### config.mk
export PLATFORM = sky130hd
export DESIGN_NAME = extent_node_parser
export DESIGN_NICKNAME = d
export VERILOG_FILES = /design/src/rtl/core/enp_pkg.sv /design/src/rtl/core/enp_front.sv /design/src/rtl/core/enp_queue.sv /design/src/rtl/core/enp_back.sv /design/src/rtl/core/extent_node_parser.sv
export VERILOG_INCLUDE_DIRS = /design/src /design/src/rtl/core
export SDC_FILE = /design/constraint.sdc
export NUM_CORES = 1
export LEC_CHECK = 0
export BUFFER_PORTS_ARGS = -buffer_cell sky130_fd_sc_hd__buf_2
export CAP_MARGIN = 20
export CORE_MARGIN = 5
export CORE_UTILIZATION = 35
export CTS_CLUSTER_DIAMETER = 40
export DETAILED_ROUTE_END_ITERATION = 6
export SKIP_LAST_GASP = 1
export SLEW_MARGIN = 15
export SYNTH_ARGS = -nofsm -noshare
export SYNTH_HDL_FRONTEND = slang
export SYNTH_SLANG_ARGS = --single-unit
export TNS_END_PERCENT = 30
### constraint.sdc
create_clock -name clock -period 12.4 [get_ports clock]
set_input_delay 0 -clock clock [delete_from_list [all_inputs] [get_ports clock]]
set_output_delay 0 -clock clock [all_outputs]
set_load 0.02 [all_outputs]
### src/rtl/core/extent_node_parser_assert.svh
// Assertion macros for the extent node parser.
`ifndef EXTENT_NODE_PARSER_ASSERT_SVH
`define EXTENT_NODE_PARSER_ASSERT_SVH
`ifndef ASSERT_OFF
`define ENP_ASSERT(lbl, prop, msg) \
   lbl: assert property (@(posedge clock) disable iff (reset) (prop)) else $error(msg);
`define ENP_NEVER(lbl, cond, msg) \
   lbl: assert property (@(posedge clock) disable iff (reset) !(cond)) else $error(msg);
`else
`define ENP_ASSERT(lbl, prop, msg)
`define ENP_NEVER(lbl, cond, msg)
`endif
`endif

### src/rtl/core/enp_pkg.sv
package enp_pkg;

   localparam logic [16:0] MAX_NODE_BYTES = 17'd65536;
   localparam logic [16:0] POS_MAX        = 17'h1FFFF;
   localparam logic [15:0] NODE_MAGIC     = 16'hF30A;
   localparam logic [15:0] UNWRITTEN_BASE = 16'd32768;
   localparam logic [15:0] MAX_DEPTH_RST  = 16'd5;
   localparam logic [3:0]  LAST_IDX       = 4'd11;
   localparam logic [16:0] HDR_BYTES      = 17'd12;

   localparam logic [1:0] MODE_HDR   = 2'd0;
   localparam logic [1:0] MODE_LEAF  = 2'd1;
   localparam logic [1:0] MODE_INDEX = 2'd2;
   localparam logic [1:0] MODE_RSVD  = 2'd3;

   localparam logic [1:0] KIND_HEADER = 2'd0;
   localparam logic [1:0] KIND_LEAF   = 2'd1;
   localparam logic [1:0] KIND_INDEX  = 2'd2;
   localparam logic [1:0] KIND_ERROR  = 2'd3;

   localparam logic [2:0] ERR_NONE      = 3'd0;
   localparam logic [2:0] ERR_TRUNCATED = 3'd1;
   localparam logic [2:0] ERR_MAGIC     = 3'd2;
   localparam logic [2:0] ERR_DEPTH     = 3'd3;
   localparam logic [2:0] ERR_ENTRIES   = 3'd4;

   typedef struct packed {
      logic [1:0]  kind;
      logic [2:0]  error_code;
      logic        last;
      logic [95:0] data;
   } enp_rec_type;

endpackage

### src/rtl/core/enp_front.sv
module enp_front (
   input  logic               clock,
   input  logic               reset,
   input  logic               req_valid,
   output logic               req_ready,
   input  logic [7:0]         req_data_byte,
   input  logic [1:0]         req_func,
   input  logic [16:0]        req_node_bytes,
   input  logic               req_last_byte,
   input  logic               csr_write_enable,
   input  logic [15:0]        csr_write_data,
   input  logic               q_full,
   output logic               q_push,
   output enp_pkg::enp_rec_type q_rec
);
   import enp_pkg::*;

   logic [16:0] pos_ff, pos_in;
   logic [3:0]  idx_ff, idx_in;
   logic [1:0]  mode_ff, mode_in;
   logic [16:0] size_ff, size_in;
   logic [15:0] ents_ff, ents_in;
   logic [15:0] done_ff, done_in;
   logic        fin_ff, fin_in;
   logic [15:0] max_depth_ff;
   logic [7:0]  ent_ff [12];

   logic        accept, first, fin_cur;
   logic [15:0] ents_cur, done_cur, done_plus;
   logic [7:0]  cur [12];
   logic [95:0] cur_vec;
   logic [15:0] magic, cnt, dep;
   logic [19:0] need;

   assign req_ready = !q_full;
   assign accept    = req_valid && req_ready;
   assign first     = (pos_ff == '0);
   assign fin_cur   = first ? 1'b0 : fin_ff;
   assign ents_cur  = first ? '0 : ents_ff;
   assign done_cur  = first ? '0 : done_ff;
   assign done_plus = done_cur + 16'd1;

   always_comb begin
      for (int i = 0; i < 12; i++) begin
         cur[i] = (idx_ff == 4'(i)) ? req_data_byte : ent_ff[i];
         cur_vec[8*i +: 8] = cur[i];
      end
   end

   assign magic = {cur[1], cur[0]};
   assign cnt   = {cur[3], cur[2]};
   assign dep   = {cur[7], cur[6]};
   assign need  = 20'd12 + {1'b0, cnt, 3'b000} + {2'b00, cnt, 2'b00};

   always_comb begin
      pos_in  = pos_ff;
      idx_in  = idx_ff;
      mode_in = mode_ff;
      size_in = size_ff;
      ents_in = ents_ff;
      done_in = done_ff;
      fin_in  = fin_ff;
      q_push  = 1'b0;
      q_rec.kind       = KIND_ERROR;
      q_rec.error_code = ERR_NONE;
      q_rec.last       = 1'b1;
      q_rec.data       = cur_vec;
      if (accept) begin
         if (first) begin
            mode_in = (req_func == MODE_RSVD) ? MODE_HDR : req_func;
            size_in = (req_node_bytes > MAX_NODE_BYTES) ? MAX_NODE_BYTES : req_node_bytes;
         end
         ents_in = ents_cur;
         done_in = done_cur;
         fin_in  = fin_cur;
         if (!fin_cur && idx_ff == LAST_IDX) begin
            q_push = 1'b1;
            if (pos_ff < HDR_BYTES) begin
               fin_in = 1'b1;
               if (magic != NODE_MAGIC) begin
                  q_rec.error_code = ERR_MAGIC;
               end else if (dep > max_depth_ff) begin
                  q_rec.error_code = ERR_DEPTH;
               end else if (need > {3'b000, size_in}) begin
                  q_rec.error_code = ERR_ENTRIES;
               end else if ((mode_in == MODE_LEAF && dep != '0) ||
                            (mode_in == MODE_INDEX && dep == '0)) begin
                  q_rec.error_code = ERR_DEPTH;
               end else begin
                  q_rec.kind = KIND_HEADER;
                  ents_in    = cnt;
                  if (mode_in != MODE_HDR && cnt != '0) fin_in = 1'b0;
                  q_rec.last = fin_in;
               end
            end else begin
               q_rec.kind = (mode_in == MODE_LEAF) ? KIND_LEAF : KIND_INDEX;
               done_in    = done_plus;
               if (done_plus >= ents_cur) fin_in = 1'b1;
               q_rec.last = fin_in;
            end
         end
         if (pos_ff != POS_MAX) begin
            pos_in = pos_ff + 17'd1;
            idx_in = (idx_ff == LAST_IDX) ? '0 : idx_ff + 4'd1;
         end
         if (req_last_byte) begin
            if (!fin_in) begin
               q_push           = 1'b1;
               q_rec.kind       = KIND_ERROR;
               q_rec.error_code = ERR_TRUNCATED;
               q_rec.last       = 1'b1;
               fin_in           = 1'b1;
            end
            pos_in = '0;
            idx_in = '0;
         end
      end
   end

   always_ff @(posedge clock) begin
      if (reset) begin
         pos_ff       <= '0;
         idx_ff       <= '0;
         mode_ff      <= MODE_HDR;
         size_ff      <= '0;
         ents_ff      <= '0;
         done_ff      <= '0;
         fin_ff       <= 1'b0;
         max_depth_ff <= MAX_DEPTH_RST;
      end else begin
         pos_ff  <= pos_in;
         idx_ff  <= idx_in;
         mode_ff <= mode_in;
         size_ff <= size_in;
         ents_ff <= ents_in;
         done_ff <= done_in;
         fin_ff  <= fin_in;
         if (csr_write_enable) max_depth_ff <= csr_write_data;
      end
   end

   always_ff @(posedge clock) begin
      if (accept && !fin_cur) ent_ff[idx_ff] <= req_data_byte;
   end

endmodule

### src/rtl/core/enp_queue.sv
module enp_queue (
   input  logic                 clock,
   input  logic                 reset,
   input  logic                 push,
   input  enp_pkg::enp_rec_type push_rec,
   output logic                 full,
   input  logic                 pop,
   output logic                 q_valid,
   output enp_pkg::enp_rec_type q_rec
);
   import enp_pkg::*;

   `include "extent_node_parser_assert.svh"

   enp_rec_type mem_ff [2];
   logic        wr_ff, rd_ff;
   logic [1:0]  count_ff;

   assign full    = (count_ff == 2'd2);
   assign q_valid = (count_ff != 2'd0);
   assign q_rec   = mem_ff[rd_ff];

   always_ff @(posedge clock) begin
      if (reset) begin
         wr_ff    <= 1'b0;
         rd_ff    <= 1'b0;
         count_ff <= '0;
      end else begin
         if (push) wr_ff <= !wr_ff;
         if (pop)  rd_ff <= !rd_ff;
         count_ff <= count_ff + 2'(push) - 2'(pop);
      end
   end

   always_ff @(posedge clock) begin
      if (push) mem_ff[wr_ff] <= push_rec;
   end

   `ENP_NEVER(a_no_overflow, push && full, "transaction pushed into full queue")
   `ENP_NEVER(a_no_underflow, pop && !q_valid, "pop from empty queue")
   `ENP_NEVER(a_count_range, count_ff == 2'd3, "queue count out of range")
   `ENP_ASSERT(a_ptr_gap, (count_ff == 2'd1) == (wr_ff != rd_ff), "queue pointers disagree")

endmodule

### src/rtl/core/enp_back.sv
module enp_back (
   input  logic                 clock,
   input  logic                 reset,
   input  logic                 q_valid,
   input  enp_pkg::enp_rec_type q_rec,
   output logic                 pop,
   output logic                 rsp_valid,
   input  logic                 rsp_ready,
   output logic [1:0]           rsp_kind,
   output logic [2:0]           rsp_error_code,
   output logic [15:0]          rsp_entry_count,
   output logic [15:0]          rsp_entry_capacity,
   output logic [15:0]          rsp_tree_depth,
   output logic [31:0]          rsp_file_block,
   output logic [15:0]          rsp_block_count,
   output logic [47:0]          rsp_device_block,
   output logic                 rsp_written,
   output logic                 rsp_last_result
);
   import enp_pkg::*;

   logic        valid_ff;
   logic [1:0]  kind_ff, kind_in;
   logic [2:0]  err_ff, err_in;
   logic [15:0] cnt_ff, cnt_in, cap_ff, cap_in, dep_ff, dep_in;
   logic [31:0] fblk_ff, fblk_in;
   logic [15:0] bcnt_ff, bcnt_in;
   logic [47:0] dblk_ff, dblk_in;
   logic        wr_ff, wr_in;
   logic        last_ff;
   logic [95:0] d;
   logic [15:0] len;
   logic        init;

   assign pop  = q_valid && (!valid_ff || rsp_ready);
   assign d    = q_rec.data;
   assign len  = d[47:32];
   assign init = (len <= UNWRITTEN_BASE);

   always_comb begin
      kind_in = q_rec.kind;
      err_in  = ERR_NONE;
      cnt_in  = '0;
      cap_in  = '0;
      dep_in  = '0;
      fblk_in = '0;
      bcnt_in = '0;
      dblk_in = '0;
      wr_in   = 1'b0;
      unique case (q_rec.kind)
         KIND_HEADER: begin
            cnt_in = d[31:16];
            cap_in = d[47:32];
            dep_in = d[63:48];
         end
         KIND_LEAF: begin
            fblk_in = d[31:0];
            bcnt_in = init ? len : len - UNWRITTEN_BASE;
            dblk_in = {d[63:48], d[95:64]};
            wr_in   = init;
         end
         KIND_INDEX: begin
            fblk_in = d[31:0];
            dblk_in = {d[79:64], d[63:32]};
         end
         default: begin
            err_in = q_rec.error_code;
         end
      endcase
   end

   always_ff @(posedge clock) begin
      if (reset) begin
         valid_ff <= 1'b0;
      end else if (pop) begin
         valid_ff <= 1'b1;
      end else if (rsp_ready) begin
         valid_ff <= 1'b0;
      end
   end

   always_ff @(posedge clock) begin
      if (pop) begin
         kind_ff <= kind_in;
         err_ff  <= err_in;
         cnt_ff  <= cnt_in;
         cap_ff  <= cap_in;
         dep_ff  <= dep_in;
         fblk_ff <= fblk_in;
         bcnt_ff <= bcnt_in;
         dblk_ff <= dblk_in;
         wr_ff   <= wr_in;
         last_ff <= q_rec.last;
      end
   end

   assign rsp_valid          = valid_ff;
   assign rsp_kind           = kind_ff;
   assign rsp_error_code     = err_ff;
   assign rsp_entry_count    = cnt_ff;
   assign rsp_entry_capacity = cap_ff;
   assign rsp_tree_depth     = dep_ff;
   assign rsp_file_block     = fblk_ff;
   assign rsp_block_count    = bcnt_ff;
   assign rsp_device_block   = dblk_ff;
   assign rsp_written        = wr_ff;
   assign rsp_last_result    = last_ff;

endmodule

### src/rtl/core/extent_node_parser.sv
// Channel   Direction  Handshake             Payload
// req       in         req_valid/req_ready   data_byte, func, node_bytes, last_byte
// rsp       out        rsp_valid/rsp_ready   header, extent, index or error fields
// csr       in         csr_write_enable      max_depth (16 bits)
//
// One byte transaction per cycle. The byte that completes a result writes the
// queue at its accepting edge; rsp_valid rises once the output register loads it.
// Throughput is set by the front byte loop: one byte per cycle while the
// two-entry queue has room.
// Synchronous active-high reset; no clearing pass, max_depth resets to 5.
// A stalled rsp side back-pressures req only once the queue is full.
module extent_node_parser (
   input  logic        clock,
   input  logic        reset,
   input  logic        req_valid,
   output logic        req_ready,
   input  logic [7:0]  req_data_byte,
   input  logic [1:0]  req_func,
   input  logic [16:0] req_node_bytes,
   input  logic        req_last_byte,
   input  logic        csr_write_enable,
   input  logic [15:0] csr_write_data,
   output logic        rsp_valid,
   input  logic        rsp_ready,
   output logic [1:0]  rsp_kind,
   output logic [2:0]  rsp_error_code,
   output logic [15:0] rsp_entry_count,
   output logic [15:0] rsp_entry_capacity,
   output logic [15:0] rsp_tree_depth,
   output logic [31:0] rsp_file_block,
   output logic [15:0] rsp_block_count,
   output logic [47:0] rsp_device_block,
   output logic        rsp_written,
   output logic        rsp_last_result
);
   import enp_pkg::*;

   logic        q_full, q_push, q_pop, q_valid;
   enp_rec_type push_rec, pop_rec;

   enp_front u_front (
      .clock            (clock),
      .reset            (reset),
      .req_valid        (req_valid),
      .req_ready        (req_ready),
      .req_data_byte    (req_data_byte),
      .req_func         (req_func),
      .req_node_bytes   (req_node_bytes),
      .req_last_byte    (req_last_byte),
      .csr_write_enable (csr_write_enable),
      .csr_write_data   (csr_write_data),
      .q_full           (q_full),
      .q_push           (q_push),
      .q_rec            (push_rec)
   );

   enp_queue u_queue (
      .clock    (clock),
      .reset    (reset),
      .push     (q_push),
      .push_rec (push_rec),
      .full     (q_full),
      .pop      (q_pop),
      .q_valid  (q_valid),
      .q_rec    (pop_rec)
   );

   enp_back u_back (
      .clock              (clock),
      .reset              (reset),
      .q_valid            (q_valid),
      .q_rec              (pop_rec),
      .pop                (q_pop),
      .rsp_valid          (rsp_valid),
      .rsp_ready          (rsp_ready),
      .rsp_kind           (rsp_kind),
      .rsp_error_code     (rsp_error_code),
      .rsp_entry_count    (rsp_entry_count),
      .rsp_entry_capacity (rsp_entry_capacity),
      .rsp_tree_depth     (rsp_tree_depth),
      .rsp_file_block     (rsp_file_block),
      .rsp_block_count    (rsp_block_count),
      .rsp_device_block   (rsp_device_block),
      .rsp_written        (rsp_written),
      .rsp_last_result    (rsp_last_result)
   );

endmodule

# Word level (Yosys, flattened, before mapping)
# Memory sizes are Yosys's and may differ from the RTL's. A register that Yosys moved wholly into a read port is not among the register bits.
# Index checks and enable logic that the tools add are counted.
# Widths: inputs -> output; s select.
dict set report word_totals {
  regBits 245
  mem_bits_rw 300
  mem_count 2
  input_bits 49
  output_inout_bits 153
}
dict set report classes {
  n_eq_ne 19
  reduce_logical 27
  mux 73
  add_sub_neg 8
  order_cmp 6
}
# name depth width read_ports rd_clocked_by_memory_dff write_ports line_no
set memory_table {}
lappend memory_table {u_queue.mem_ff 2 102 1 1 1 enp_queue.sv:15} ;# enp_rec_type mem_ff [2];
lappend memory_table {u_front.ent_ff 12 8 12 0 1 enp_front.sv:26} ;# logic [7:0] ent_ff [12];
# cell count
set op_table {}
lappend op_table {{$mux 16} 11}
lappend op_table {{$mux 8} 12}
lappend op_table {{$pmux 48 s2} 1}
lappend op_table {{$mux 17} 5}
lappend op_table {{$reduce_bool 16->1} 2}
lappend op_table {{$mux 6} 4}
lappend op_table {{$mux 1} 23}
lappend op_table {{$add 20x18->20} 1}
lappend op_table {{$add 4x19->20 const A} 1}
lappend op_table {{$gt 20x17->1} 1}
lappend op_table {{$mux 2} 10}
lappend op_table {{$add 17x1->17 const B} 1}
lappend op_table {{$gt 17x17->1 const B} 1}
lappend op_table {{$logic_not 17->1} 1}
lappend op_table {{$lt 17x4->1 const B} 1}
lappend op_table {{$ne 17x17->1 const B} 1}
lappend op_table {{$add 16x1->16 const B} 1}
lappend op_table {{$eq 4x3->1 const B} 4}
lappend op_table {{$eq 4x4->1 const B} 4}
lappend op_table {{$ge 16x16->1} 1}
lappend op_table {{$gt 16x16->1} 1}
lappend op_table {{$le 16x16->1 const B} 1}
lappend op_table {{$logic_not 16->1} 1}
lappend op_table {{$ne 16x16->1 const B} 1}
lappend op_table {{other kinds (19)} 43}

# Logic depth before layout (Yosys ltp)
# Gate-level depths: netlist of the first run.
dict set report logic_depth {
  ltp_word 19
  mapped_depth 28
}

# Hierarchy
# A second synthesis of the first run with hierarchy kept.
dict set report hier_totals {
  hier_cells 1865
  hier_area_um2 25000.2
}
# module seq_area_each_um2 cells_per_inst area_each_um2 n_inst
set by_module_without_submodules {}
lappend by_module_without_submodules {enp_front 4664.5 1137 11018.1 1}
lappend by_module_without_submodules {enp_queue 6226.0 338 7901.3 1}
lappend by_module_without_submodules {enp_back 4554.4 390 6080.8 1}

# Worst setup path before layout of the first run
# Ideal clock, no wire load.
dict set report synth_timing {
  path_type {register -> register}
  from {register u_front.pos_ff[10]}
  to {memory u_queue.mem_ff[0][0] (netlist name) (enable)}
  path_buffers 1
  arrival_time_ns 6.170
  path_stages_with_launch 9
  synth_period_minus_slack_ns 6.746
  setup_ns 0.576
  slack_ns 5.654
  path_cell_list {dfxtp_1 nor4_1 and4_1 nand2_1 clkbuf_1 nand2_1 nand2_1 a21oi_1 nor2b_1}
}
dict set report synth_between {
  elab_chain_cells 18
}
# item line_no
set synth_lines {}
lappend synth_lines {{start: declaration} enp_front.sv:18} ;# logic [16:0] pos_ff, pos_in;
lappend synth_lines {{start signal: assignment} enp_front.sv:131} ;# pos_ff <= pos_in;
lappend synth_lines {{branches (longest 14 deep; another with $add 16x1->16)} n/a}
lappend synth_lines {{$mux 1 *} enp_front.sv:106} ;# if (req_last_byte) begin
lappend synth_lines {{$mux 1 *} enp_front.sv:68} ;# if (accept) begin
lappend synth_lines {{named net q_push} extent_node_parser.sv:38} ;# logic q_full, q_push, q_pop, q_valid;
lappend synth_lines {{$mux 1 *} enp_queue.sv:36} ;# if (push) mem_ff[wr_ff] <= push_rec;
lappend synth_lines {{$mux 1 (not written as such) *} enp_queue.sv:36}
lappend synth_lines {{end: declaration} enp_queue.sv:15}
# Mark *: on every way through the listed nets, which the timed path passes. The select of a mux whose other input is x is not followed.

# Worst setup path in the final report of the first run
dict set report layout_timing {
  from {register u_front.idx_ff[0]}
  to {register u_front.ents_ff[6]}
}
dict set report layout_between {
  elab_chain_cells 11
}
# item line_no
set layout_lines {}
lappend layout_lines {{start: declaration} enp_front.sv:19} ;# logic [3:0] idx_ff, idx_in;
lappend layout_lines {{start signal: assignment} enp_front.sv:132} ;# idx_ff <= idx_in;
lappend layout_lines {{branches (longest 10 deep; another with $add 4x19->20)} n/a}
lappend layout_lines {{$mux 16 *} enp_front.sv:76} ;# if (!fin_cur && idx_ff == LAST_IDX) begin
lappend layout_lines {{end signal: assignment} enp_front.sv:135} ;# ents_ff <= ents_in;
lappend layout_lines {{end: declaration} enp_front.sv:22} ;# logic [15:0] ents_ff, ents_in;
# Every way passes the cells marked *.
# A chain may end at the register's enable or synchronous reset.

==> results.md, run 1 <==
* Reg2reg end: u_front.ents_ff[6]$_SDFFE_PP0P_
* CTS tree: done
* Leakage Power at 10.8 nW
* Clk Tree Root Cell: clkbuf_16
* Post-DP HPWL at 40.7 mm
* WL per Instance at 19.3 um
* Remaining global-route overflow at 0
* WL final at between 60 and 70 mm
* Fin. Hold Viols at 0
* Total iterations of the first detailed-routing run at 5
* Pwr dens at 191 mW/mm^2
* Peak fanout along the critical path at 22
* First-pass GRT wire length at between 90 and 100 mm
* Number of routed nets with antenna violations at 0
* CTS Buffer Depth at 3
* Initial antenna violation count at 1
* Die height at 276 um
* EDFF count, synth at roughly 450
* Max rail drop VDD at 0.110 mV
* Design Power at approximately 5.8 mW
* Row count at 97
* GRT met1 Usage at 0.204
* Status: finished, final reports clean
* Layout cells sized above 1 at 0.225
* Worst min-delay path class: input pin to flop
* GRT busiest layer: met2
* Max Clock Skew at 0.0396 ns
* Grt met3 use at 0.0262
* Postcts setup bufs at 0
* Via Count at 16100
* Sequential share of the synthesized area at 0.626
* Largest net degree at the start of global routing at 81
* Fin crit period at 6.87 ns
* Fin Setup TNS at 0 ns
* Max cap viols at 0
* Reg2Reg Setup Slack at 5.53 ns
* Post-synthesis register bit count at approximately 550
* TritonCTS Buffers at 76
* Worst R2R Start: u_front.idx_ff[0]$_SDFFE_PP0P_
* Total GRT Usage at 0.159
* Worst slew pin tran at approximately 1.1 ns
* Vias in the first global route at 16200
* Req. time, crit path at roughly 13 ns
* Reg2reg path depth at 25
* Syn_nets at 2040
* Async S/R FF share, synth at 0
* Worst skew pair latency at 0.62 ns
* Clk sink count at 546
* Syn Inst Count at 1901
* Total Nets Final at 2332
* CP startpoint: u_front.idx_ff[0]$_SDFFE_PP0P_
* Worst endpoint data arrival time at between 7 and 8 ns
* Met2 Use GR at 0.274
* Core Footprint at 0.0700 mm^2
* Port bufs at 201
* Vias per Instance at 5.03
* Max H-tree Level at 3
* Worst hold start: req_data_byte[2]
* Crit end category: flop
* RePlAce Congestion at 0.874
* Synth cell types at 59
* Slew headroom at 0.267
* Dominant synthesized flop cell: edfxtp_1
* Initial DRC count at 1142
* CP Launch Type: flop
* Resize count post-CTS at 0
* RSZ-0062 raised after global routing: no
* Chip width at 276 um
* Fin crit share at 0.554
* Synthesized area at 0.0247 mm^2
* Fmax at 0.145 GHz
* I/O Pins at 202
* Ys Warns at 0
* Final Max Tran Viols at 0
* Layout area overhead at 22.3%
* Drt drc at 0
* Synthesized area per cell at 13.0 um^2
* Filler cells at approximately 6300
* DIE AREA at approximately 0.076 mm^2
* Starting Density at 0.352
* WS Path Type: flop to flop
* Worst setup path end: u_front.ents_ff[6]$_SDFFE_PP0P_
* Clock transition at the registers of the reported paths at 0.05 ns
* Setup violations, final at 0
[worst max-delay path, cell delays in order, from the launching register on]
cell and delay (ns):
dfxtp_1 0.36, inv_1 0.11, ha_1 0.23, nor3b_4 0.74, mux2i_1 0.66, xnor2_1 0.16, ha_1 0.40, and3_1 0.22
and3_1 0.20, a2111oi_2 0.51, nor2b_1 0.08, o21ai_0 0.18, nand2b_1 0.12, nand3_1 0.12, a311o_1 0.19, xnor2_1 0.09
ha_1 0.31, nand3_1 0.09, nor3_1 0.26, o2111ai_1 0.16, a221oi_1 0.34, nor4b_4 0.25, buf_4 0.29, nand3_2 0.33
nand3_1 0.22, a21oi_1 0.10
[cell families after synthesis]
family,Yosys count,share of synthesized area
AO/OA/AOI/OAI,260,0.0666
XOR/XNOR,46,0.0163
adder cells (fa/ha/maj),90,0.0456
buffers and inverters,148,0.0230
flip-flops,546,0.626
multiplexers,219,0.0957
AND/OR/NAND/NOR,592,0.127
[layout by cell type (no fill, tap or decap), types with 7 or more instances in the layout]
master,Yosys,final
xnor2_1,22,22
a21boi_0,19,19
a21oi_1,103,103
mux2_2,136,136
buf_4,1,26
inv_1,49,49
nand3_1,43,43
or3_1,7,7
nand2b_1,24,24
buf_2,6,201
inv_6,0,11
bufinv_16,0,8
and2_1,27,27
nor2_1,112,111
dlygate4sd3_1,0,84
clkinvlp_4,0,11
ha_1,90,87
and3_1,32,31
nand3b_1,9,9
a311oi_1,7,7
xor2_1,24,24
a21o_1,14,14
edfxtp_1,451,451
o21ai_0,38,38
nor4_1,19,19
nand2_1,122,122
nor2b_1,122,121
mux2i_1,83,83
nand4_1,33,33
nor3_1,17,17
clkbuf_1,82,9
clkbuf_16,0,76
a22oi_1,40,40
dfxtp_1,95,94
[synth_stat cells (all sizes together) (24+ instances only)]
master | n | share of area
a21oi | 103 | 0.021
a22oi | 40 | 0.012
and2 | 27 | 0.0068
and3 | 32 | 0.0081
clkbuf | 82 | 0.012
dfxtp | 95 | 0.077
edfxtp | 451 | 0.55
ha | 90 | 0.046
inv | 49 | 0.0075
mux2 | 136 | 0.062
mux2i | 83 | 0.034
nand2 | 122 | 0.019
nand2b | 24 | 0.0061
nand3 | 44 | 0.0091
nand4 | 33 | 0.0084
nor2 | 112 | 0.017
nor2b | 122 | 0.031
o21ai | 39 | 0.0079
xor2 | 24 | 0.0085
[power breakdown]
group / internal (mW) / switching [mW]
sequential: 2.33 / 0.109
clock: 1.32 / 0.849
combinational: 0.378 / 0.789
[sequential cells by signal, indices dropped and copies added (netlist names), 17 cells and up, named ones only]
register	cells
u_back.rsp_file_block	32
u_front.ent_ff	96
u_back.rsp_device_block	48
u_front.size_ff	17
u_front.pos_ff	17
u_queue.mem_ff	204
[worst min-delay path by stage]
stage / endpoint / depth (start not counted) / slack (ns)
floorplan: u_front.ent_ff[0][0]$_DFFE_PP_ / 0 / 0.1
global placement: u_front.max_depth_ff[7]$_SDFFE_PP0P_ / 3 / 0.24
detailed placement: u_front.max_depth_ff[6]$_SDFFE_PP0P_ / 3 / 0.25
CTS: u_queue.mem_ff[0][18]$_DFFE_PP_ / 3 / 0.02
global route: u_front.ent_ff[9][2]$_DFFE_PP_ / 2 / 0.04
finish: u_queue.mem_ff[1][18]$_DFFE_PP_ / 3 / 0.03
[metrics by stage]
step / worst slack (ns) / cells / utilization / hold WS [ns] / cell area [um^2]
floorplan: 5.65 / 1901 / - / 0.0989 / 24700
global placement: 5.91 / 2969 / 0.381 / 0.240 / 26700
detailed placement: 5.67 / 2970 / 0.382 / 0.249 / 26700
CTS: 5.61 / 3194 / 0.430 / 0.0196 / 30100
global route: 5.12 / 3195 / 0.431 / 0.0376 / 30200
finish: 5.53 / 3196 / 0.431 / 0.0298 / 30200
[routing by layer]
metal / up-vias / part of all wire
met2: 425 / 0.49
met3: 89 / 0.052
li1: 7635 / -
met1: 7935 / 0.43
met4: 2 / 0.024
met5: - / 0.00021
[what timing repair did]
action,4_1_cts,5_1_grt
hold buffers,84,0
setup endpoints to repair,0,0
hold endpoints to repair,148,0
[area by class of cell]
cell class	instances	area, um^2	share of cell area
tap	940	1180	0.0390
multi-input combinational	1207	8700	0.288
antenna	1	2.50	0.0000829
clock buffer	85	1940	0.0641
timing repair buffer	313	2080	0.0691
clock inverter	55	644	0.0214
inverter	49	184	0.00610
sequential	546	15400	0.512
No activity file was read; power rests on OpenSTA's default activity.
==> run 2, diff against run 1 <==
Clock period 12.4 ns to 6.7 ns, I/O delays scaled along.
==> run 2 against run 1 <==
- flip-flop and latch count did not move
- die area unchanged
- combinational power increased by 85%
- non-clock buffer count increased by 7
- sequential power increased by 86%
- global-route usage grew 0.17 points
- maximum frequency increased by 8.9%
- largest power group unchanged
- sequential share of layout area about the same
- critical path type unchanged
- cell count is 0.19% higher
- power grew 83%
- critical path depth rose by 1
- via count rose by 0.76%
==> results.md, run 2 (synthesized netlist as in run 1, its figures left out) <==
* Status: finished, final reports clean (unchanged)
* WHS Endpoint: u_front.ent_ff[6][6]$_DFFE_PP_ (was u_queue.mem_ff[1][18]$_DFFE_PP_)
* CP peak stage delay at 0.38 ns (was 0.74 ns)
* Clock transition at the registers of the reported paths at 0.06 ns (was 0.05 ns)
* Total iterations of the first detailed-routing run at 5 (unchanged)
* WL per Instance at 19.5 um (was 19.3 um)
* Clk network pwr share at 0.370 (was 0.376)
* Sw power at 3.25 mW (was 1.75 mW)
* Filler cells at 6349 (was 6287)
* Worst skew pair latency at 0.60 ns (was 0.62 ns)
* First-pass GRT wire length at 94.9 mm (was 94.2 mm)
* Core Footprint at 0.0700 mm^2 (unchanged)
* Max rail drop VDD at 0.247 mV (was 0.110 mV)
* Initial DRC count at 1256 (was 1142)
* Worst path most repeated cell: ha_1
* TritonCTS Buffers at 76 (unchanged)
* DIE AREA at 0.0759 mm^2 (unchanged)
* Chip width at 276 um (unchanged)
* Worst endpoint data arrival time at 6.65 ns (was 7.34 ns)
* CTS Buffer Depth at 3 (unchanged)
* Worst slew pin tran at 1.09 ns (was 1.10 ns)
* Vias in the first global route at 16200 (about the same)
* WL final at 62.3 mm (was 61.8 mm)
* Post-DP HPWL at 42.2 mm (was 40.7 mm)
* Peak fanout along the critical path at 11 (was 22)
* Fin. Hold Viols at 0 (unchanged)
* Pre-CTS setup slack at 0.132 ns (was 5.67 ns)
* Most flops, register: u_queue.mem_ff (unchanged)
* Pint at 7.34 mW (was 4.03 mW)
* Max FFs per register at 204 (unchanged)
* Die height at 276 um (unchanged)
* Final Util at 0.431 (about the same)
* Sequential share of power at 0.425 (was 0.422)
* Fin crit share at 0.943 (was 0.554)
* Drt drc at 0 (unchanged)
* Most frequent cells in the layout: edfxtp_1 (451), buf_2 (201), mux2_2 (136), nand2_1 (122), nor2b_1 (121) (unchanged)
* Total GRT Usage at 0.160 (was 0.159)
* Clk sink count at 546 (unchanged)
* Worst min-delay path class: input pin to flop (unchanged)
* CTS tree: done (unchanged)
* RePlAce Congestion at 0.854 (was 0.874)
* Vias per Instance at 5.06 (was 5.03)
* Initial antenna violation count at 4 (was 1)
* Max stage delay cell, worst path: a221o_1 (was nor3b_4)
* Starting Density at 0.352 (unchanged)
* Largest net degree at the start of global routing at 81 (unchanged)
* Fin crit period at 6.32 ns (was 6.87 ns)
* Fin Setup TNS at 0 ns (unchanged)
* Design Power at 10.6 mW (was 5.77 mW)
* Layout area overhead at 22.3% (about the same)
* Setup violations, final at 0 (unchanged)
* Leading cell type in the layout, fill and taps excluded: edfxtp_1 (unchanged)
* Reg2reg end: u_queue.mem_ff[1][101]$_DFFE_PP_ (was u_front.ents_ff[6]$_SDFFE_PP0P_)
* Pwr dens at 351 mW/mm^2 (was 191 mW/mm^2)
* Worst hold start: req_data_byte[6] (was req_data_byte[2])
* Final Max Tran Viols at 0 (unchanged)
* Via Count at 16200 (was 16100)
* WS Path Type: flop to flop (unchanged)
* Number of routed nets with antenna violations at 0 (unchanged)
* Worst R2R Start: u_front.idx_ff[0]$_SDFFE_PP0P_ (unchanged)
* Max Clock Skew at 0.0234 ns (was 0.0396 ns)
* Max cap viols at 0 (unchanged)
* WHS Path Cells at 2 (was 3)
* Fin worst setup slack at 0.385 ns (was 5.53 ns)
* Fmax at 0.158 GHz (was 0.145 GHz)
* I/O Pins at 202 (unchanged)
* Req. time, crit path at 7.04 ns (was 12.86 ns)
* Layout cells sized above 1 at 0.231 (was 0.225)
* Max H-tree Level at 3 (unchanged)
* Clk Tree Root Cell: clkbuf_16 (unchanged)
* Remaining global-route overflow at 0 (unchanged)
* Switch share at 0.307 (was 0.303)
* Row count at 97 (unchanged)
* Crit end category: flop (unchanged)
* Slew headroom at 0.277 (was 0.267)
* Total Nets Final at 2339 (was 2332)
* CP Launch Type: flop (unchanged)
* Reg2reg path depth at 26 (was 25)
* Leakage Power at 10.9 nW (was 10.8 nW)
* Reg2Reg Setup Slack at 0.38 ns (was 5.53 ns)
* Port bufs at 201 (unchanged)
* # diodes at 0 (was 1)
* Logic pwr share at 0.205 (was 0.202)
==> run 2: changes by cell type in the layout (fill, tap and decap cells not counted), sizes merged, moves of 2 or more <==
cell         change
bufinv           -5
clkinv           +4
clkinvlp         -3
buf              +9
dlygate4sd3      -2
inv              +4
==> run 2: how the worst max path moves through the flow <==
stage	depth (start not counted)	end	slack, ns	start
after CTS	26	u_front.ents_ff[6]$_SDFFE_PP0P_	0.08	u_front.idx_ff[0]$_SDFFE_PP0P_
after floorplan	26	u_queue.mem_ff[0][100]$_DFFE_PP_	0.83	u_front.idx_ff[0]$_SDFFE_PP0P_
final	26	u_queue.mem_ff[1][101]$_DFFE_PP_	0.38	u_front.idx_ff[0]$_SDFFE_PP0P_
after global routing	26	u_queue.mem_ff[1][100]$_DFFE_PP_	-0.02	u_front.idx_ff[0]$_SDFFE_PP0P_
after detailed placement	26	u_front.ents_ff[6]$_SDFFE_PP0P_	0.13	u_front.idx_ff[0]$_SDFFE_PP0P_
after global placement	26	u_front.ents_ff[13]$_SDFFE_PP0P_	0.35	u_front.idx_ff[0]$_SDFFE_PP0P_
==> run 2: repair_timing <==
action	4_1_cts	5_1_grt
hold endpoints to repair	106	0
setup buffers	0	4
resized for setup	0	4
setup endpoints to repair	0	27
hold buffers	82	0
==> run 2: routing by layer <==
| metal | vias up | global-route usage | routed length (um) |
|---|---|---|---|
| li1 | 7664 | - | - |
| met1 | 7973 | 0.208 | 27000 |
| met2 | 445 | 0.270 | 30000 |
| met3 | 123 | 0.0295 | 3250 |
| met4 | 4 | 0.0589 | 2030 |
| met5 | - | 0 | 27 |
==> run 2: final cells by class <==
type	count	area, um^2	share of cell area
sequential	546	15400	0.512
clock buffer	85	2000	0.0662
clock inverter	55	529	0.0175
tap	940	1180	0.0390
multi-input combinational	1207	8720	0.289
inverter	49	184	0.00609
timing repair buffer	320	2120	0.0704
==> run 2: critical path, delay by kind of cell (launching register included) <==
kind                       cells  cell delay, ns
adders and majority gates      4            1.17
and+or+nand+nor                9            1.57
xor gates and xnor gates       1            0.13
AOI/OAI and AO/OA              6            1.44
buffers and inverters          4            0.74
DFF                            1            0.36
muxes                          2            0.65
==> run 2: stage by stage <==
| stage | instance area (um^2) | hold slack [ns] | cells |
|---|---|---|---|
| after floorplan | 24700 | 0.0989 | 1901 |
| after global placement | 26800 | 0.233 | 2975 |
| after detailed placement | 26800 | 0.243 | 2975 |
| after global routing | 30200 | 0.0247 | 3202 |
| final | 30200 | 0.0391 | 3202 |
| after CTS | 30100 | 0.00883 | 3197 |
==> run 2: power groups by stage <==
| stage | combinational (mW) | sequential [mW] | clock (mW) |
|---|---|---|---|
| finish | 2.17 | 4.51 | 3.92 |
| global route | 2.34 | 4.56 | 4.16 |
| CTS | 2.20 | 4.52 | 4.00 |
| global placement | 2.13 | 4.58 | 0 |
| floorplan | 0.923 | 5.03 | 0 |
| detailed placement | 2.14 | 4.58 | 0 |
==> run 3, diff against run 2 <==
==> constraint.sdc (replaced) <==
create_clock -name clock -period 6.7 [get_ports clock]
set_input_delay 1.34 -clock clock [delete_from_list [all_inputs] [get_ports clock]]
set_output_delay 1.34 -clock clock [all_outputs]
set_load 0.02 [all_outputs]
==> run 3 against run 2 <==
- design area down 2.8%
- power down 0.84%
- first-iteration DRC count down 9.0%
- non-clock buffer count down 79
- worst setup slack better by 0.087 ns
- critical path depth unchanged
- routed wire length down 0.98%
- hold slack better by 0.41 ns
- maximum frequency up 1.4%
- flip-flop and latch count unchanged
- count of clock-buffer cells in the layout down 2
- largest power group unchanged
==> results.md, run 3 (synthesized netlist as in run 1, its figures left out) <==
* Layout area overhead at 18.8% (was 22.3%)
* Initial antenna violation count at 7 (was 4)
* Hold-fix buffers, CTS at 0 (was 82)
* Non-filler instance count after layout at 3121 (was 3202)
* Sequential share of power at 0.425 (about the same)
* Clk Tree Root Cell: clkbuf_16 (unchanged)
* Most flops, register: u_queue.mem_ff (unchanged)
* Post-DP HPWL at 42.7 mm (was 42.2 mm)
* Port bufs at 201 (unchanged)
* Worst min-delay path class: flop to flop (was input pin to flop)
* Via Count at 15800 (was 16200)
* WL final at 61.7 mm (was 62.3 mm)
* DR WL met3 at 3.37 mm (was 3.25 mm)
* Switch share at 0.306 (was 0.307)
* Drt drc at 0 (unchanged)
* CTS Buffer Depth at 3 (unchanged)
* Top Metal Used: met5 (unchanged)
* Vias per Instance at 5.06 (about the same)
* RSZ-0062 raised after global routing: yes
* Met1 WL at 26.8 mm (was 27.0 mm)
* Final Max Tran Viols at 0 (unchanged)
* Max H-tree Level at 3 (unchanged)
* DIE AREA at 0.0759 mm^2 (unchanged)
* TritonCTS Buffers at 73 (was 76)
* Starting Density at 0.352 (unchanged)
* Leading cell type in the layout, fill and taps excluded: edfxtp_1 (unchanged)
* Layout cells sized above 1 at 0.237 (was 0.231)
* Max cap viols at 0 (unchanged)
* First-pass GRT wire length at 94.0 mm (was 94.9 mm)
* Clk network pwr share at 0.370 (about the same)
* Area of the multi-input gates at 0.00870 mm^2 (was 0.00872 mm^2)
* Number of routed nets with antenna violations at 0 (unchanged)
* Most frequent cells in the layout: edfxtp_1 (451), buf_2 (201), mux2_2 (136), nand2_1 (122), nor2b_1 (121) (unchanged)
* CP startpoint: u_front.idx_ff[0]$_SDFFE_PP0P_ (unchanged)
* Pint at 7.29 mW (was 7.34 mW)
* Total Nets Final at 2257 (was 2339)
* Vias in the first global route at 15700 (was 16200)
* Leakage Power at 10.5 nW (was 10.9 nW)
* Fin. Hold Viols at 0 (unchanged)
* Slew headroom at 0.264 (was 0.277)
* RePlAce Congestion at 0.877 (was 0.854)
* Worst endpoint data arrival time at 6.57 ns (was 6.65 ns)
* WL per Instance at 19.8 um (was 19.5 um)
* Sw power at 3.22 mW (was 3.25 mW)
* Clk sink count at 546 (unchanged)
* Initial DRC count at 1143 (was 1256)
* Worst skew pair latency at 0.60 ns (about the same)
* Worst slew pin tran at 1.10 ns (was 1.09 ns)
* WL met2 at 29.7 mm (was 30.0 mm)
* Worst hold start: u_front.size_ff[0]$_SDFFE_PP0P_ (was req_data_byte[6])
* I/O Pins at 202 (unchanged)
* Clock transition at the registers of the reported paths at 0.06 ns (about the same)
* Setup violations, final at 0 (unchanged)
* Chip width at 276 um (unchanged)
* Fmax at 0.161 GHz (was 0.158 GHz)
* Register area at 0.0154 mm^2 (unchanged)
* WS Path Type: flop to flop (unchanged)
* Fin crit period at 6.23 ns (was 6.32 ns)
* Max FFs per register at 204 (unchanged)
* Logic pwr share at 0.205 (about the same)
* Fin crit share at 0.930 (was 0.943)
* Worst R2R Start: u_front.idx_ff[0]$_SDFFE_PP0P_ (unchanged)
* Pwr dens at 358 mW/mm^2 (was 351 mW/mm^2)
* CP Launch Type: flop (unchanged)
* Crit end category: flop (unchanged)
* Largest net degree at the start of global routing at 81 (unchanged)
* Placed insts at 2980 (was 2975)
* Total iterations of the first detailed-routing run at 5 (unchanged)
* Core Footprint at 0.0700 mm^2 (unchanged)
* Max Clock Skew at 0.0195 ns (was 0.0234 ns)
* Final Util at 0.419 (was 0.431)
* Fin Setup TNS at 0 ns (unchanged)
* Design Power at 10.5 mW (was 10.6 mW)
* CTS tree: done (unchanged)
* Row count at 97 (unchanged)
* Filler cells at 6388 (was 6349)
* Req. time, crit path at 7.05 ns (was 7.04 ns)
* Status: finished, final reports clean (unchanged)
* Die height at 276 um (unchanged)
* Remaining global-route overflow at 0 (unchanged)
* Peak fanout along the critical path at 8 (was 11)
* Max rail drop VDD at 0.248 mV (was 0.247 mV)
* Total GRT Usage at 0.159 (was 0.160)
run 3: cell count changes in the layout (fill, tap and decap cells not counted), moves of 2 or more:
cell / previous run / this run
mux2i_2: 3 / 0
dlygate4sd3_1: 82 / 0
clkinv_4: 12 / 5
mux2i_1: 80 / 83
inv_6: 13 / 15
bufinv_16: 3 / 5
buf_4: 35 / 37
clkbuf_16: 79 / 75
diode_2: 0 / 3
run 3: critical path: stages, from the launching register on:
cell and delay, ns:
dfxtp_1 0.44, inv_1 0.10, ha_1 0.24, nor3b_4 0.17, buf_12 0.15, buf_4 0.13
mux2i_1 0.11, buf_4 0.17, xnor2_1 0.13, ha_1 0.37, and3_1 0.23, and3_1 0.20
a2111oi_2 0.55, nor2b_1 0.09, o21ai_0 0.18, nand2b_1 0.11, nand3_1 0.11, nand2_1 0.08
xor2_1 0.16, ha_1 0.32, nand3_1 0.10, nor3_1 0.25, o2111ai_1 0.17, a221oi_1 0.37
nor4b_4 0.51, nand2_1 0.14, a221o_1 0.39
run 3: stage by stage:
step / setup slack, ns / instance area, um^2 / hold slack (ns)
3_3_place_gp: 0.302 / 26800 / 0.440
4_1_cts: 0.283 / 29300 / 0.455
6_report: 0.472 / 29300 / 0.453
2_1_floorplan: 0.487 / 24700 / 0.432
5_1_grt: -0.0385 / 29300 / 0.479
3_5_place_dp: 0.165 / 26800 / 0.448
run 3: what timing repair did:
item,CTS,global route
gates resized for setup,0,1
setup buffers,0,3
endpoints found under the hold margin,0,0
setup endpoints to repair,0,26
run 3: final cells by class:
class	instances	share of cell area
diodes	3	0.000256
clock buffers	83	0.0654
clock inverters	52	0.0186
inverters	49	0.00627
multi-input cells	1207	0.297
flip-flops and latches	546	0.527
well taps	940	0.0401
repair buffers	241	0.0457
run 3: final timing paths:
kind | slack, ns | endpoint | cells after the start
max | 0.47 | u_queue.mem_ff[0][100]$_DFFE_PP_ | 26
min | 0.45 | u_front.size_ff[0]$_SDFFE_PP0P_ | 2
max reg2reg | 0.47 | u_queue.mem_ff[0][100]$_DFFE_PP_ | 26
min reg2reg | 0.45 | u_front.size_ff[0]$_SDFFE_PP0P_ | 2
run 3: per-layer routing:
| layer | GRT usage | vias up |
|---|---|---|
| li1 | - | 7494 |
| met1 | 0.205 | 7799 |
| met2 | 0.264 | 405 |
| met3 | 0.0333 | 104 |
| met4 | 0.0601 | 2 |
| met5 | 0 | - |
run 3: power groups by stage:
stage	Clock, mW	Combinational (mW)	Sequential, mW
finish	3.89	2.15	4.47
global route	4.14	2.31	4.51
CTS	3.97	2.19	4.47
detailed placement	0	2.18	4.54
global placement	0	2.15	4.53
floorplan	0	0.923	5.03
